## src/rtl/pif_pkg.sv

```systemverilog
// ----------------------------------------------------------------------------
// pif_pkg: shared types and constants of the integer formatter
// Holds the command passed from the front end to the back end, the back end
// states and the digit character function.
// ----------------------------------------------------------------------------
`default_nettype none

package pif_pkg;

  localparam int unsigned WidthLimit = 30;
  localparam int unsigned IntBits    = 16;
  localparam int unsigned LongBits   = 32;
  localparam int unsigned MaxResults = 33;
  localparam int unsigned MaxDigits  = 32;
  localparam int unsigned CmdDepth   = 2;

  // kind of work handed to the back end
  typedef enum logic [1:0] {
    CMD_CHAR = 2'd0,
    CMD_CONV = 2'd1
  } cmd_kind_e;

  typedef enum logic [1:0] {
    RADIX_2  = 2'd0,
    RADIX_8  = 2'd1,
    RADIX_10 = 2'd2,
    RADIX_16 = 2'd3
  } radix_e;

  typedef struct packed {
    cmd_kind_e   kind;
    logic [7:0]  ch;
    logic [31:0] arg;
    radix_e      radix;
    logic        upper;
    logic        is_signed;
    logic        long_flag;
    logic        zero_fill;
    logic        left_justify;
    logic [4:0]  field_width;
  } cmd_t;

  // back end sequencer states
  typedef enum logic [2:0] {
    ST_IDLE  = 3'd0,
    ST_DIV   = 3'd1,
    ST_ZPAD  = 3'd2,
    ST_LPAD  = 3'd3,
    ST_DIGIT = 3'd4,
    ST_RPAD  = 3'd5,
    ST_CHAR  = 3'd6
  } be_state_e;

  function automatic logic [7:0] digit_char(input logic [3:0] d, input logic upper);
    logic [7:0] c;
    if (d < 4'd10) c = 8'h30 + {4'd0, d};
    else if (upper) c = 8'h37 + {4'd0, d};
    else c = 8'h57 + {4'd0, d};
    return c;
  endfunction

endpackage

`default_nettype wire

```

## src/rtl/pif_front.sv

```systemverilog
// ----------------------------------------------------------------------------
// pif_front: format character parser
// Tracks the spec state and turns echoes and conversions into commands.
// ----------------------------------------------------------------------------
`default_nettype none

module pif_front (
  input  wire logic          clk_i,
  input  wire logic          rst_ni,
  input  wire logic          push_i,
  output logic               full_o,
  input  wire logic [7:0]    fmt_char_i,
  input  wire logic [31:0]   argument_i,
  output logic               cmd_valid_o,
  output pif_pkg::cmd_t      cmd_o,
  input  wire logic          cmd_full_i
);
  import pif_pkg::*;

  logic       in_spec_q, in_spec_d;
  logic       long_q, long_d;
  logic [4:0] width_q, width_d;
  logic       zero_q, zero_d;
  logic       left_q, left_d;
  logic       acc;
  logic [8:0] wnext;

  assign full_o = cmd_full_i;
  assign acc    = push_i && !cmd_full_i;
  assign wnext  = {1'b0, width_q, 3'd0} + {3'd0, width_q, 1'b0}
                  + {5'd0, fmt_char_i[3:0]};

  // classify the character
  always_comb begin
    in_spec_d = in_spec_q;
    long_d    = long_q;
    width_d   = width_q;
    zero_d    = zero_q;
    left_d    = left_q;
    cmd_valid_o        = 1'b0;
    cmd_o              = '0;
    cmd_o.kind         = CMD_CHAR;
    cmd_o.ch           = fmt_char_i;
    cmd_o.arg          = argument_i;
    cmd_o.radix        = RADIX_10;
    cmd_o.long_flag    = long_q;
    cmd_o.zero_fill    = zero_q;
    cmd_o.left_justify = left_q;
    cmd_o.field_width  = width_q;
    if (acc) begin
      if (fmt_char_i == 8'h00) begin
        in_spec_d = 1'b0; long_d = 1'b0; width_d = '0; zero_d = 1'b0; left_d = 1'b0;
      end else if (!in_spec_q) begin
        if (fmt_char_i == "%") begin
          in_spec_d = 1'b1; long_d = 1'b0; width_d = '0; zero_d = 1'b0; left_d = 1'b0;
        end else begin
          cmd_valid_o = 1'b1;
        end
      end else if (fmt_char_i == "l") begin
        long_d = 1'b1;
      end else if (fmt_char_i inside {["0":"9"]}) begin
        if (width_q == '0 && fmt_char_i == "0") zero_d = 1'b1;
        else if (wnext > 9'(WidthLimit)) width_d = 5'(WidthLimit);
        else width_d = wnext[4:0];
      end else if (fmt_char_i == "-") begin
        left_d = 1'b1;
      end else begin
        cmd_valid_o = 1'b1;
        cmd_o.kind  = CMD_CONV;
        case (fmt_char_i)
          "d": begin cmd_o.is_signed = 1'b1; end
          "u": ;
          "x": cmd_o.radix = RADIX_16;
          "X": begin cmd_o.radix = RADIX_16; cmd_o.upper = 1'b1; end
          "o": cmd_o.radix = RADIX_8;
          "b": cmd_o.radix = RADIX_2;
          "p": begin
            cmd_o.radix = RADIX_16; cmd_o.upper = 1'b1;
            cmd_o.long_flag = 1'b1; cmd_o.zero_fill = 1'b1;
            cmd_o.field_width = 5'd8;
          end
          "c": begin cmd_o.kind = CMD_CHAR; cmd_o.ch = argument_i[7:0]; end
          default: cmd_o.kind = CMD_CHAR;
        endcase
        in_spec_d = 1'b0; long_d = 1'b0; width_d = '0; zero_d = 1'b0; left_d = 1'b0;
      end
    end
  end

  // spec state
  always_ff @(posedge clk_i or negedge rst_ni) begin
    if (!rst_ni) begin
      in_spec_q <= 1'b0; long_q <= 1'b0; width_q <= '0; zero_q <= 1'b0; left_q <= 1'b0;
    end else begin
      in_spec_q <= in_spec_d; long_q <= long_d; width_q <= width_d;
      zero_q <= zero_d; left_q <= left_d;
    end
  end

endmodule

`default_nettype wire

```

## config.mk

```make
export PLATFORM = sky130hd
export DESIGN_NAME = pif_front
export DESIGN_NICKNAME = d
export VERILOG_FILES = /design/src/rtl/pif_pkg.sv /design/src/rtl/pif_front.sv
export SDC_FILE = /design/constraint.sdc
export NUM_CORES = 1
export LEC_CHECK = 0
export BUFFER_PORTS_ARGS = -buffer_cell sky130_fd_sc_hd__buf_2
export CORE_MARGIN = 5
export CORE_UTILIZATION = 42
export CTS_CLUSTER_DIAMETER = 60
export DETAILED_ROUTE_END_ITERATION = 16
export GPL_TIMING_DRIVEN = 0
export PLACE_DENSITY = 0.87
export SYNTH_ARGS = -nofsm -noshare
export SYNTH_HDL_FRONTEND = slang
export SYNTH_SLANG_ARGS = --single-unit
```

## constraint.sdc

```tcl
create_clock -name clk_i -period 3.81 [get_ports clk_i]
set_input_delay 0.1905 -clock clk_i [delete_from_list [all_inputs] [get_ports clk_i]]
set_output_delay 0.1905 -clock clk_i [all_outputs]
set_load 0.05 [all_outputs]
```

==> impl_metrics.json <==
{
  "die_area_um2": 4770,
  "ys_seq_elements": 9,
  "critical_path_class": "flip-flop to flip-flop",
  "fin_nets": 321,
  "critPathMaxStageDelay_ns": 0.57,
  "cts_tree": "built",
  "reg2reg_from": "width_q[0]$_DFFE_PN0P_",
  "postRouteAntennaNets": 0,
  "grt_busiest_layer": "met2",
  "syn-cell-area_um2": 1470,
  "slew_headroom": 0.504,
  "cp_top_family": "adder cells",
  "final_cells": 311,
  "grt_pass1_vias": 1532,
  "crit_path_end_kind": "flip-flop",
  "synth_ff_type": "dfrtp_1",
  "status": "completed",
  "cts_sinks": 9,
  "synthesis.nets": 243,
  "startpoint_type": "flip-flop",
  "syn_inst": 188,
  "grtUsageMet3": 0.0378,
  "root_buffer": "clkbuf_4",
  "fin_tns_setup_ns": 0,
  "synth_cell_types": 51,
  "critPathMaxFanout": 5,
  "leakagePower_nw": 1.05,
  "clockBufferDepth": 2,
  "yosysWarnings": 0,
  "fin_crit_ns": 2.91,
  "antenna_found_initial": 0,
  "clock.fmax_mhz": 344,
  "finClkSkew_ns": 0.00860,
  "hold_class": "input port to asynchronous set/reset pin",
  "irDropWorstVdd_mv": 0.126,
  "cp_num_buf_inv": 1,
  "p_per_area_nw_per_um2": 190,
  "hold_viol": 0,
  "drv_slew": 0,
  "synth.top_cell.area_share": 0.184,
  "die_x_um": 69.1,
  "cts.repair.resized": 0,
  "critPathMostFrequentCell": "fa_1",
  "cts_buffers": 3,
  "clk_pin_slew_ns": 0.06,
  "finalPower_mw": 0.366,
  "crit_chain": "inv_1 > fa_1 > fa_1 > and4b_1 > o32ai_1 > o31a_1 > or2b_2 > a22o_1",
  "setup_violations": 0,
  "syn2layout_area_growth_pct": 31.0,
  "htreeDepth": 1,
  "worst_path_max_delay_cell": "fa_1",
  "port_buffers": 72,
  "synth_largest_area_cell": "buf_4",
  "grt_remaining_overflow": 0,
  "dp_cells": 306,
  "finalCritPeriodShare": 0.764,
  "cp-startpoint": "width_q[0]$_DFFE_PN0P_",
  "met1_usage": 0.204,
  "synth_edf_count": 0,
  "rsz0062_at_grt": "no",
  "start_util": 0.436,
  "core_area_um2": 3360,
  "postSynth.asyncResetShare": 1.00,
  "drive_gt1_frac": 0.472,
  "grt_use_met2": 0.281,
  "wire_per_inst_um": 12.7,
  "synth_top_cells_by_area": "buf_4, dfrtp_1, ha_1",
  "required_ns": 3.96,
  "grt_max_degree": 11,
  "track_usage": 0.162,
  "wl_um": 3940,
  "gp_congestion": 0.898,
  "drtPass1Iterations": 4,
  "worst-slew-pin-transition_ns": 0.734,
  "dr.first_iter.drc_count": 85,
  "viasPerCell": 5.06,
  "maxCapViolCount": 0,
  "n_antenna_cell": 0,
  "avgSynthCellArea_um2": 7.80,
  "grt_pass1_wl_um": 6800,
  "dp_hpwl_um": 3320,
  "via_count": 1573,
  "io_pins": 100,
  "yosysSeqAreaShare": 0.154,
  "dpl_cell_area_um2": 1880,
  "drc": 0,
  "die_h_um": 69.1,
  "design_area_um2": 1920,
  "worstPathArrival_ns": 3.06,
  "clk_latency_ns": 0.27,
  "row_count": 21
}
## through the flow
| stage | util | hold WS (ns) | setup slack (ns) |
|---|---|---|---|
| after CTS | 0.571 | 0.312 | 0.888 |
| after global routing | 0.571 | 0.317 | 0.719 |
| final | 0.571 | 0.297 | 0.901 |
| after floorplan | - | -0.105 | 1.07 |
| after global placement | 0.560 | 0.0445 | 0.916 |
| after detailed placement | 0.560 | 0.0496 | 0.910 |
## logic make-up (layout without fill, tap and decap cells)
family / count (synthesis) / after routing / synth area share
flip-flops: 9 / 9 / 0.154
XOR/XNOR: 1 / 1 / 0.00597
other: 1 / 1 / 0.00256
AND/OR/NAND/NOR: 73 / 73 / 0.315
adder cells (fa/ha/maj): 11 / 11 / 0.104
AO/OA/AOI/OAI: 40 / 40 / 0.183
buffers and inverters: 53 / 130 / 0.235
## worst paths after layout
path / endpoint / slack, ns / cells after the start
max: width_q[2]$_DFFE_PN0P_ / 0.90 / 8
min: left_q$_DFFE_PN0P_ / 0.30 / 2
max reg2reg: width_q[2]$_DFFE_PN0P_ / 0.90 / 8
min reg2reg: left_q$_DFFE_PN0P_ / 0.52 / 2
max in group asynchronous: width_q[4]$_DFFE_PN0P_ / 3.33 / 2
min in group clk_i: in_spec_q$_DFFE_PN0P_ / 0.32 / 3
## flip-flops by register name, summed over array words and instances, names as in the netlist
signal     flops
long_q         1
width_q        5
zero_q         1
in_spec_q      1
left_q         1
## routing by layer
metal	vias up	wire [µm]
met4	0	16
li1	785	-
met2	74	2010
met3	2	333
met5	-	0
met1	712	1590
## cell type report
class                      count  area, µm²
tap                           46       57.6
fill                         337       1440
clock buffer                   4       26.3
timing repair buffer          73        370
sequential                     9        225
multi-input combinational    126        896
inverter                      12       45.0
buffer                        41        300
## cells in the mapped netlist (all sizes together) (3+ instances only)
master / count
a21oi: 7
nand2: 16
ha: 9
nor3: 5
nand4b: 4
or2b: 3
o21ai: 10
nand4: 3
dfrtp: 9
nor4b: 3
or4: 4
a22o: 4
a21o: 3
and4b: 3
a31oi: 3
and2: 5
buf: 39
inv: 12
nand2b: 4
nor2: 11
## cells in the final DEF, fill, tap and decap left out, types with 7 or more instances in the layout
cell and n:
a21oi_1 7, buf_2 74, buf_4 36, dfrtp_1 9, ha_1 9, inv_1 12
nand2_1 16, nor2_1 11, o21ai_0 10
## timing repair
action	CTS	global route
buffers inserted	0	0
hold buffers	1	0
endpoints found under the setup margin	0	0
hold endpoints to repair	9	0
## report_power, final
| group | switching, mW | internal, mW |
|---|---|---|
| Clock | 0.0344 | 0.0404 |
| Sequential | 0.000525 | 0.0972 |
| Combinational | 0.133 | 0.0603 |
| Total | 0.168 | 0.198 |
No activity file was read; power rests on OpenSTA's default activity.
