**src/rtl/pif_pkg.sv**
```systemverilog
// ----------------------------------------------------------------------------
// pif_pkg: shared types and constants of the integer formatter
// Holds the command passed from the front end to the back end, the back end
// states and the digit character function.
// ----------------------------------------------------------------------------
`default_nettype none

package pif_pkg;

  localparam int unsigned WidthLimit = 30;
  localparam int unsigned IntBits    = 16;
  localparam int unsigned LongBits   = 32;
  localparam int unsigned MaxResults = 33;
  localparam int unsigned MaxDigits  = 32;
  localparam int unsigned CmdDepth   = 2;

  // kind of work handed to the back end
  typedef enum logic [1:0] {
    CMD_CHAR = 2'd0,
    CMD_CONV = 2'd1
  } cmd_kind_e;

  typedef enum logic [1:0] {
    RADIX_2  = 2'd0,
    RADIX_8  = 2'd1,
    RADIX_10 = 2'd2,
    RADIX_16 = 2'd3
  } radix_e;

  typedef struct packed {
    cmd_kind_e   kind;
    logic [7:0]  ch;
    logic [31:0] arg;
    radix_e      radix;
    logic        upper;
    logic        is_signed;
    logic        long_flag;
    logic        zero_fill;
    logic        left_justify;
    logic [4:0]  field_width;
  } cmd_t;

  // back end sequencer states
  typedef enum logic [2:0] {
    ST_IDLE  = 3'd0,
    ST_DIV   = 3'd1,
    ST_ZPAD  = 3'd2,
    ST_LPAD  = 3'd3,
    ST_DIGIT = 3'd4,
    ST_RPAD  = 3'd5,
    ST_CHAR  = 3'd6
  } be_state_e;

  function automatic logic [7:0] digit_char(input logic [3:0] d, input logic upper);
    logic [7:0] c;
    if (d < 4'd10) c = 8'h30 + {4'd0, d};
    else if (upper) c = 8'h37 + {4'd0, d};
    else c = 8'h57 + {4'd0, d};
    return c;
  endfunction

endpackage

`default_nettype wire

```
**src/rtl/pif_cmd_fifo.sv**
```systemverilog
// ----------------------------------------------------------------------------
// pif_cmd_fifo: short command queue between front and back end
// Two entries in flip-flops.
// ----------------------------------------------------------------------------
`default_nettype none

module pif_cmd_fifo (
  input  wire logic          clk_i,
  input  wire logic          rst_ni,
  input  wire logic          wr_i,
  input  wire pif_pkg::cmd_t wdata_i,
  output logic               full_o,
  output logic               valid_o,
  output pif_pkg::cmd_t      rdata_o,
  input  wire logic          rd_i
);
  import pif_pkg::*;

  cmd_t                          mem_q [CmdDepth];
  logic [$clog2(CmdDepth)-1:0]   wp_q, rp_q;
  logic [$clog2(CmdDepth):0]     cnt_q;
  logic                          do_wr, do_rd;

  assign full_o  = cnt_q == ($clog2(CmdDepth)+1)'(CmdDepth);
  assign valid_o = cnt_q != '0;
  assign rdata_o = mem_q[rp_q];
  assign do_wr   = wr_i && !full_o;
  assign do_rd   = rd_i && valid_o;

  // storage
  always_ff @(posedge clk_i) begin
    if (do_wr) mem_q[wp_q] <= wdata_i;
  end

  // pointers and count
  always_ff @(posedge clk_i or negedge rst_ni) begin
    if (!rst_ni) begin
      wp_q <= '0; rp_q <= '0; cnt_q <= '0;
    end else begin
      if (do_wr) wp_q <= wp_q + 1'b1;
      if (do_rd) rp_q <= rp_q + 1'b1;
      if (do_wr && !do_rd) cnt_q <= cnt_q + 1'b1;
      else if (do_rd && !do_wr) cnt_q <= cnt_q - 1'b1;
    end
  end

endmodule

`default_nettype wire

```
**config.mk**
```make
export PLATFORM = sky130hd
export DESIGN_NAME = pif_cmd_fifo
export DESIGN_NICKNAME = d
export VERILOG_FILES = /design/src/rtl/pif_pkg.sv /design/src/rtl/pif_cmd_fifo.sv
export SDC_FILE = /design/constraint.sdc
export NUM_CORES = 1
export LEC_CHECK = 0
export BUFFER_PORTS_ARGS = -buffer_cell sky130_fd_sc_hd__buf_2
export CORE_MARGIN = 8
export CORE_UTILIZATION = 56
export CTS_CLUSTER_SIZE = 10
export DETAILED_ROUTE_END_ITERATION = 16
export PLACE_DENSITY = 0.84
export SLEW_MARGIN = 20
export SYNTH_ARGS = -nofsm -noshare
export SYNTH_HDL_FRONTEND = slang
export SYNTH_SLANG_ARGS = --single-unit
```
**constraint.sdc**
```tcl
create_clock -name clk_i -period 7.5 [get_ports clk_i]
set_clock_uncertainty 0.2 [all_clocks]
set_input_delay 1.5 -clock clk_i [delete_from_list [all_inputs] [get_ports clk_i]]
set_output_delay 1.5 -clock clk_i [all_outputs]
set_load 0.1 [all_outputs]
```
==> summary.json, run 1 <==
{
  "clocking": {
    "holdBufCountCts": 0,
    "cts_buffer_depth": 2,
    "cts_resized": 0,
    "clock_root_buffer_master": "clkbuf_8",
    "tritoncts.num_buffers": 9,
    "clkLatencyLatePin_ns": 0.35,
    "clock-sinks": 112,
    "htreeDepth": 3,
    "tritoncts": "yes",
    "cts.reportedPaths.clkPinSlew_ns": 0.09,
    "postCtsSetupRepairBufs": 0
  },
  "sta": {
    "timing.setup.tns_ns": 0,
    "final_max_slew_viol_count": 0,
    "worst_pin_slew_ns": 1.00,
    "final_period_minus_worst_setup_slack_ns": 3.91,
    "timing.final.crit_share_pct": 52.1,
    "rsz0062_at_grt": "false",
    "fmax_mhz": 256,
    "setup-violations-final": 0,
    "maxSlewHeadroom_pct": 33.2,
    "hold_viol_final": 0
  },
  "detailed_routing": {
    "drt-wirelength-per-cell_um": 17.7,
    "first_pass_iters": 4,
    "number_of_vias_after_detailed_routing": 2070,
    "route.final.wire_length_um": 7280,
    "detail-route-antenna-nets": 0,
    "top_metal_layer_carrying_routed_signals": "met4",
    "wl_met3_um": 464,
    "detail_route.drc_violations": 0,
    "met2_wirelength_um": 3890,
    "met1Wirelength_um": 2830,
    "drtIter0Drc": 71,
    "route.detailed.vias_per_inst": 5.04
  },
  "grt": {
    "grt_start_max_net_pins": 56,
    "grt_antenna_before_repair": 0,
    "grt_overflow": 0,
    "globalRouteTotalUtil_pct": 13.4,
    "grt_pass1_wl_um": 11300,
    "number_of_global_route_vias_before_repair": 2311
  },
  "setup_path": {
    "worst-endpoint-required_ns": 5.80,
    "cpPeakStageDelay_ns": 1.11,
    "timing.critical_path.fanout_max": 55,
    "worst_setup_path_start_kind": "flip-flop",
    "worst_ep_arrival_time_ns": 2.21,
    "critPathSlowestCell": "dfrtp_4",
    "worst_setup_path_category": "reg2out",
    "critical_path_cell_by_cell": "mux2_2, buf_2",
    "crit_path_end_kind": "primary output",
    "minimum_setup_slack_among_reg_to_reg_paths_ns": 5.10
  },
  "logic_synthesis": {
    "yosys_warnings": 0,
    "synth-edff-count": 108,
    "synth_top_cells_by_count": "edfxtp_1 (108), mux2_4 (49), buf_12 (5), mux2_2 (5), dfrtp_1 (4)",
    "count_leader_synth": "edfxtp_1",
    "gate_count_of_the_mapped_netlist": 187,
    "post_synthesis_cell_type_with_the_largest_combined_area": "edfxtp_1",
    "yosys_most_used_dff": "edfxtp_1",
    "synth.ff_latch_count": 112,
    "synth-seq-area-share_pct": 77.0,
    "synth.net_count": 246,
    "synth_async_sr_flop_share_pct": 3.57,
    "synthesized_cell_area_sq_mm": 0.00434,
    "synth_largest_type_area_fraction_pct": 74.7,
    "yosys.cell_types.count": 15,
    "synth_area_per_cell_sq_um": 23.2,
    "synth_area_leaders": "edfxtp_1 (75%), mux2_4 (17%), buf_12 (2.3%)"
  },
  "final_layout": {
    "n_fill_cell": 545,
    "final_layout_size_suffix_gt1_share_pct": 59.9,
    "antenna-diode-count": 0,
    "number_of_nets_in_the_finished_design": 366,
    "flow.area_growth_from_synthesis_pct": 18.5
  },
  "floorplanning": {
    "initial_utilization_pct": 57.1,
    "core-area_sq_mm": 0.00761,
    "chipHeight_um": 104,
    "die_area_sq_mm": 0.0108,
    "std_cell_rows": 32,
    "pin_count": 114,
    "die_width_um": 104
  },
  "placement": {
    "port_buffers": 113,
    "finalWeightedCongestion": 0.680,
    "detailed_place_hpwl_um": 5010
  },
  "worst_hold_path": {
    "type_of_the_most_critical_hold_path": "reg2reg"
  },
  "job": {
    "timing.max_cap.violations": 0
  },
  "status": {
    "outcome": "complete, no violations"
  }
}
==> layout make-up <==
cell class | instances | area [sq um] | share of cell area [%]
multi-input combinational | 67 | 891 | 17.3
sequential | 112 | 3350 | 65.0
inverter | 2 | 7.51 | 0.146
timing repair buffer | 115 | 581 | 11.3
clock inverter | 4 | 72.6 | 1.41
tap | 102 | 128 | 2.48
clock buffer | 9 | 124 | 2.41
==> logic make-up (layout without fill, tap and decap cells) <==
family                   Yosys count  in the layout  synth area share (%)
adder cells (fa/ha/maj)            1              1                 0.288
flip-flops                       112            112                  77.0
multiplexers                      54             54                  18.2
buffers and inverters              8            130                  2.74
XOR/XNOR                           5              5                  1.01
AND/OR/NAND/NOR                    7              7                 0.778
==> stage by stage <==
| step | area, sq um | utilization (%) | std cells | hold WS (ns) | setup slack (ns) |
|---|---|---|---|---|---|
| final | 5150 | 67.7 | 411 | 0.316 | 3.59 |
| after global routing | 5150 | 67.7 | 411 | 0.354 | 3.46 |
| after CTS | 5150 | 67.7 | 411 | 0.310 | 3.54 |
| after detailed placement | 4950 | 65.1 | 398 | 0.292 | 3.94 |
| after global placement | 4950 | 65.1 | 398 | 0.277 | 3.95 |
| after floorplan | 4340 | - | 187 | 0.256 | 2.98 |
==> worst max-delay path: cells and delay by family, from the launching register on <==
family,cells,cell delay (ns)
flops,1,1.11
mux,1,0.32
buf+inv,1,0.43
==> flip-flops by register name, indices dropped and copies added, names as in the netlist <==
register and flops:
mem_q 108, cnt_q 2, wp_q 1, rp_q 1
==> cell usage in the layout (no fill, tap or decap), types with 2 or more instances in the layout <==
master and count:
xnor2_1 3, mux2_2 5, buf_4 2, bufinv_16 2, nand2_1 2, buf_2 113, xor2_1 2, clkbuf_8 9
mux2_4 49, edfxtp_1 108, inv_1 2, dfrtp_1 3
==> per-layer routing <==
metal | global-route usage [%] | vias up
met1 | 14.0 | 1029
li1 | - | 963
met5 | 0 | -
met4 | 4.65 | 0
met3 | 5.70 | 10
met2 | 23.6 | 68
==> path summary, 6_finish.rpt <==
path                                            from                    end  cells past startpoint
worst min register to register  cnt_q[1]$_DFFE_PN0P_   cnt_q[1]$_DFFE_PN0P_                      1
min in group asynchronous                     rst_ni   cnt_q[0]$_DFFE_PN0P_                      1
max in group asynchronous                     rst_ni       rp_q$_DFFE_PN0P_                      1
worst max-delay path                rp_q$_DFFE_PN0P_            rdata_o[37]                      2
worst min-delay path            cnt_q[1]$_DFFE_PN0P_   cnt_q[1]$_DFFE_PN0P_                      1
worst max register to register  cnt_q[0]$_DFFE_PN0P_  mem_q[0][9]$_DFFE_PP_                      4
Power of run 1 is left out: the tool's default activity adds up to more than one toggle a clock period on the data nets, which glitch-free logic cannot reach.
==> run 2, diff against run 1 <==
--- a/config.mk
+++ b/config.mk
@@ -5,12 +5,13 @@
 export SDC_FILE = /design/constraint.sdc
 export NUM_CORES = 1
 export LEC_CHECK = 0
+export ABC_AREA = 1
 export BUFFER_PORTS_ARGS = -buffer_cell sky130_fd_sc_hd__buf_2
 export CORE_MARGIN = 8
-export CORE_UTILIZATION = 56
+export CORE_UTILIZATION = 52
 export CTS_CLUSTER_SIZE = 10
 export DETAILED_ROUTE_END_ITERATION = 16
-export PLACE_DENSITY = 0.84
+export PLACE_DENSITY = 0.79
 export SLEW_MARGIN = 20
 export SYNTH_ARGS = -nofsm -noshare
 export SYNTH_HDL_FRONTEND = slang
==> constraint.sdc (replaced) <==
create_clock -name clk_i -period 3.6 [get_ports clk_i]
set_clock_uncertainty 0.2 [all_clocks]
set_input_delay 0.72 -clock clk_i [delete_from_list [all_inputs] [get_ports clk_i]]
set_output_delay 0.72 -clock clk_i [all_outputs]
set_load 0.1 [all_outputs]
==> run 2 against run 1 <==
Setup slack worse by 2.9 ns. Sequential share of layout area up 1.7 points. Via count up 27%. Global-route usage up 1.5 points. Worst hold slack better by 0.0053 ns. Count of clock-buffer cells in the layout up 3. Synthesized area down 3.7%.
==> summary.json, run 2 <==
{
  "logic_synthesis": {
    "post_synthesis_cell_type_with_the_largest_combined_area": "edfxtp_1",
    "yosys.cell_types.count": 16,
    "synth_area_per_cell_sq_um": 13.4,
    "yosys_most_used_dff": "edfxtp_1",
    "synth_async_sr_flop_share_pct": 3.57,
    "synth.net_count": 372,
    "synth.ff_latch_count": 112,
    "yosys_warnings": 0,
    "count_leader_synth": "nand2_1",
    "synthesized_cell_area_sq_mm": 0.00419,
    "synth_area_leaders": "edfxtp_1 (77%), nand2_1 (15%), dfrtp_1 (2.4%)",
    "gate_count_of_the_mapped_netlist": 313,
    "synth_top_cells_by_count": "nand2_1 (172), edfxtp_1 (108), inv_1 (7)",
    "synth-seq-area-share_pct": 79.9,
    "synth_largest_type_area_fraction_pct": 77.5,
    "synth-edff-count": 108
  },
  "clocking": {
    "cts.reportedPaths.clkPinSlew_ns": 0.10,
    "clock-sinks": 112,
    "htreeDepth": 3,
    "tritoncts.num_buffers": 9,
    "cts_resized": 0,
    "cts_buffer_depth": 2,
    "clock_root_buffer_master": "clkbuf_8",
    "clkLatencyLatePin_ns": 0.35,
    "tritoncts": "yes"
  },
  "sta": {
    "hold_viol_final": 0,
    "setup-violations-final": 0,
    "worst_pin_slew_ns": 0.613,
    "rsz0062_at_grt": "false",
    "worst_slack_ns": 0.687,
    "final_max_slew_viol_count": 0,
    "fmax_mhz": 343,
    "timing.final.crit_share_pct": 80.9,
    "maxSlewHeadroom_pct": 59.1,
    "timing.setup.tns_ns": 0,
    "fin_worst_hold_slack_ns": 0.321,
    "final_period_minus_worst_setup_slack_ns": 2.91
  },
  "grt": {
    "grt_overflow": 0,
    "use_met3_pct": 5.24,
    "grt_pass1_wl_um": 13000,
    "grtUsageMet1_pct": 16.9,
    "grt_antenna_before_repair": 0,
    "globalRouteTotalUtil_pct": 14.9,
    "number_of_global_route_vias_before_repair": 2752,
    "grt_start_max_net_pins": 56,
    "grt_util_met2_pct": 25.2,
    "most_used_layer_global_route": "met2"
  },
  "final_layout": {
    "top_register": "mem_q",
    "largest_register_ff_count": 108,
    "final_layout_size_suffix_gt1_share_pct": 31.4,
    "antenna-diode-count": 0,
    "final_area_sq_mm": 0.00502,
    "final_cell_mix": "nand2_1 (172), buf_2 (113), edfxtp_1 (108), clkbuf_8 (9), inv_1 (6)",
    "largest_registers_in_the_final_layout": "mem_q (108), cnt_q (2)",
    "n_fill_cell": 625,
    "flow.area_growth_from_synthesis_pct": 19.9,
    "number_of_nets_in_the_finished_design": 491,
    "final_common_cell": "nand2_1"
  },
  "setup_path": {
    "worst_setup_path_category": "reg2out",
    "worst_setup_path_start_kind": "flip-flop",
    "critical_path_start": "rp_q$_DFFE_PN0P_",
    "worst_ep_arrival_time_ns": 1.99,
    "critical_path.reg2reg.startpoint": "cnt_q[1]$_DFFE_PN0P_",
    "timing.critical_path.fanout_max": 29,
    "worst-endpoint-required_ns": 2.68,
    "crit_path_end_kind": "primary output"
  },
  "worst_hold_path": {
    "type_of_the_most_critical_hold_path": "reg2reg",
    "hp-start": "wp_q$_DFFE_PN0N_"
  },
  "detailed_routing": {
    "first_pass_iters": 4,
    "route.final.wire_length_um": 8330,
    "route.detailed.vias_per_inst": 4.86,
    "drtIter0Drc": 105,
    "number_of_vias_after_detailed_routing": 2622,
    "drt-wirelength-per-cell_um": 15.5,
    "detail-route-antenna-nets": 0,
    "detail_route.drc_violations": 0
  },
  "placement": {
    "finalWeightedCongestion": 0.737,
    "port_buffers": 113,
    "detailed_place_hpwl_um": 5680,
    "placed_area_sq_mm": 0.00485,
    "preCtsSetupSlack_ns": 1.07
  },
  "status": {
    "outcome": "complete, no violations"
  },
  "floorplanning": {
    "die_width_um": 106,
    "die_area_sq_mm": 0.0112,
    "initial_utilization_pct": 53.9,
    "core-area_sq_mm": 0.00777,
    "pin_count": 114,
    "chipHeight_um": 106,
    "std_cell_rows": 32
  },
  "job": {
    "timing.max_cap.violations": 0
  }
}
run 2: kinds of logic (layout without fill, tap and decap cells):
family / after synthesis / count (layout) / share of synthesized area [%]
AOI/OAI and AO/OA: 1 / 1 / 0.119
xor gates and xnor gates: 1 / 1 / 0.209
adders and majority gates: 1 / 1 / 0.299
buffers and inverters: 19 / 143 / 3.14
DFF: 112 / 112 / 79.9
and+or+nand+nor: 179 / 179 / 16.4
run 2: worst paths after layout:
check | end | slack [ns] | cells past startpoint
setup / recovery | rdata_o[45] | 0.69 | 5
hold / removal | wp_q$_DFFE_PN0N_ | 0.32 | 2
setup reg to reg | mem_q[0][43]$_DFFE_PP_ | 1.54 | 6
hold reg to reg | wp_q$_DFFE_PN0N_ | 0.32 | 2
max in group asynchronous | cnt_q[1]$_DFFE_PN0P_ | 2.56 | 2
min in group asynchronous | rp_q$_DFFE_PN0P_ | 0.50 | 2
run 2: area by class of cell:
cell class                 count  area [sq um]  area share (%)
clock buffer                  12           135            2.69
clock inverter                 4          23.8           0.474
inverter                       8          30.0           0.599
multi-input combinational    182           718            14.3
sequential                   112          3340            66.7
tap                          102           128            2.54
timing repair buffer         119           638            12.7
run 2: worst max-delay path, stage by stage (launching register included):
cell	delay, ns
dfrtp_2	0.42
inv_2	0.36
buf_12	0.25
nand2_1	0.07
nand2_1	0.08
buf_2	0.43
run 2: layer usage:
metal  vias up  share of wire (%)
met5         -                  0
met4         0                1.6
met3        15                8.4
met2       118                 49
met1      1209                 41
li1       1280                  -
run 2: timing repair:
action | CTS | global route
hold buffers | 1 | 0
setup buffers | 0 | 0
hold endpoints to repair | 4 | 0
run 2: stage by stage:
stage,std cells,util [%]
finish,539,64.6
global route,539,64.6
CTS,539,64.6
detailed placement,522,62.4
global placement,522,62.4
floorplan,313,-
Power of run 2 is left out for the same reason.
==> run 3, diff against run 2 <==
--- a/config.mk
+++ b/config.mk
@@ -5,7 +5,7 @@
 export SDC_FILE = /design/constraint.sdc
 export NUM_CORES = 1
 export LEC_CHECK = 0
-export ABC_AREA = 1
+export ABC_AREA = 0
 export BUFFER_PORTS_ARGS = -buffer_cell sky130_fd_sc_hd__buf_2
 export CORE_MARGIN = 8
 export CORE_UTILIZATION = 52
==> constraint.sdc (replaced) <==
create_clock -name clk_i -period 2.9 [get_ports clk_i]
set_clock_uncertainty 0.2 [all_clocks]
set_input_delay 0.58 -clock clk_i [delete_from_list [all_inputs] [get_ports clk_i]]
set_output_delay 0.58 -clock clk_i [all_outputs]
set_load 0.1 [all_outputs]
==> run 3 against run 2 <==
Cell count is 22% lower. Die area up 3.2%. Cell area is 7.7% higher. Routed wire length fell by 14%. Critical path depth shrank 2. Via count shrank 21%. Highest routed layer unchanged.
==> summary.json, run 3 (synthesis gave the netlist of run 1 again) <==
{
  "status": {
    "outcome": "complete, no violations"
  },
  "final_layout": {
    "top_register": "mem_q",
    "number_of_nets_in_the_finished_design": 370,
    "layout.core_utilization_pct": 66.1,
    "largest_register_ff_count": 108,
    "flow.area_growth_from_synthesis_pct": 24.4,
    "antenna-diode-count": 0,
    "largest_registers_in_the_final_layout": "mem_q (108), cnt_q (2)",
    "final_layout_size_suffix_gt1_share_pct": 60.4,
    "final_cell_mix": "edfxtp_1 (108), buf_2 (98), mux2_4 (49), buf_12 (16), clkbuf_8 (9)",
    "final_common_cell": "edfxtp_1"
  },
  "sta": {
    "timing.setup.tns_ns": 0,
    "final_max_slew_viol_count": 0,
    "rsz0062_at_grt": "false",
    "final_period_minus_worst_setup_slack_ns": 2.57,
    "setup-violations-final": 0,
    "worst_pin_slew_ns": 0.506,
    "fmax_mhz": 389,
    "hold_viol_final": 0,
    "timing.final.crit_share_pct": 88.7,
    "maxSlewHeadroom_pct": 66.5
  },
  "detailed_routing": {
    "route.final.wire_length_um": 7120,
    "route.detailed.vias_per_inst": 4.89,
    "drtIter0Drc": 52,
    "number_of_vias_after_detailed_routing": 2059,
    "drt-wirelength-per-cell_um": 16.9,
    "first_pass_iters": 4,
    "detail_route.drc_violations": 0,
    "detail-route-antenna-nets": 0
  },
  "setup_path": {
    "worst-endpoint-required_ns": 2.12,
    "critPathSlowestCell": "dfrtp_4",
    "critical_path.reg2reg.startpoint": "cnt_q[0]$_DFFE_PN0P_",
    "reg2reg_to": "cnt_q[1]$_DFFE_PN0P_",
    "critical_path_cell_by_cell": "buf_12, mux2_4, buf_2",
    "worst_setup_path_start_kind": "flip-flop",
    "cpPeakStageDelay_ns": 0.42,
    "worst_ep_arrival_time_ns": 1.79,
    "crit_path_end_kind": "primary output",
    "worst_setup_path_category": "reg2out",
    "reg2reg_depth": 7,
    "minimum_setup_slack_among_reg_to_reg_paths_ns": 1.16,
    "timing.critical_path.fanout_max": 55
  },
  "clocking": {
    "tritoncts": "yes",
    "cts_buffer_depth": 2,
    "clock_root_buffer_master": "clkbuf_8",
    "cts.reportedPaths.clkPinSlew_ns": 0.11,
    "cts_resized": 0,
    "clock-sinks": 112,
    "clkLatencyLatePin_ns": 0.34,
    "tritoncts.num_buffers": 9,
    "htreeDepth": 3
  },
  "floorplanning": {
    "die_width_um": 107,
    "chipHeight_um": 107,
    "std_cell_rows": 33,
    "initial_utilization_pct": 53.1,
    "pin_count": 114,
    "core-area_sq_mm": 0.00818,
    "die_area_sq_mm": 0.0115
  },
  "grt": {
    "globalRouteTotalUtil_pct": 12.3,
    "grt_antenna_before_repair": 0,
    "grt_overflow": 0,
    "grt_start_max_net_pins": 56,
    "number_of_global_route_vias_before_repair": 2221,
    "grt_pass1_wl_um": 11000
  },
  "worst_hold_path": {
    "worst_hold_path.num_cells": 1,
    "hp-start": "wdata_i[13]",
    "type_of_the_most_critical_hold_path": "in2reg",
    "timing.hold.worst_endpoint": "mem_q[0][13]$_DFFE_PP_"
  },
  "placement": {
    "finalWeightedCongestion": 0.671,
    "port_buffers": 113,
    "detailed_place_hpwl_um": 4970
  },
  "job": {
    "timing.max_cap.violations": 0
  }
}
-- run 3: worst max-delay path, delay by kind of cell, from the launching register on --
family | cells | cell delay (ns)
multiplexers | 1 | 0.23
buffers and inverters | 2 | 0.77
flip-flops | 1 | 0.42
-- run 3: final cells by class --
class | instances | area [sq um]
Sequential cell | 112 | 3350
Fill cell | 579 | 2770
Multi-Input combinational cell | 67 | 891
Timing Repair Buffer | 119 | 851
Tap cell | 105 | 131
Clock buffer | 9 | 124
Clock inverter | 7 | 53.8
Inverter | 2 | 7.51
-- run 3: how the worst max path moves through the flow --
stage | slack (ns) | start | endpoint | depth (start not counted)
final | 0.33 | rp_q$_DFFE_PN0P_ | rdata_o[20] | 3
after floorplan | 0.20 | wr_i | mem_q[0][0]$_DFFE_PP_ | 2
after global routing | 0.26 | rp_q$_DFFE_PN0P_ | rdata_o[36] | 3
after detailed placement | 0.68 | rp_q$_DFFE_PN0P_ | rdata_o[20] | 3
after global placement | 0.69 | rp_q$_DFFE_PN0P_ | rdata_o[48] | 3
after CTS | 0.29 | rp_q$_DFFE_PN0P_ | rdata_o[10] | 3
-- run 3: timing repair --
item / CTS / global route
hold endpoints to repair: 4 / 0
endpoints found under the setup margin: 0 / 0
hold buffers: 1 / 0
buffers inserted: 0 / 0
-- run 3: through the flow --
step | instances | area, sq um | hold WS (ns) | setup WS [ns]
after floorplan | 187 | 4350 | 0.0844 | 0.202
after global placement | 404 | 5220 | 0.189 | 0.690
after detailed placement | 404 | 5220 | 0.193 | 0.685
after CTS | 421 | 5410 | 0.183 | 0.288
after global routing | 421 | 5410 | 0.185 | 0.258
final | 421 | 5410 | 0.203 | 0.328
-- run 3: routing by layer --
metal	share of wire, %	GRT usage, %	vias up
met2	52	21.3	67
met1	39	13.9	1009
met4	1.3	4.76	0
li1	-	-	974
met5	0	0	-
met3	7.7	4.01	9
Power of run 3 is left out for the same reason.
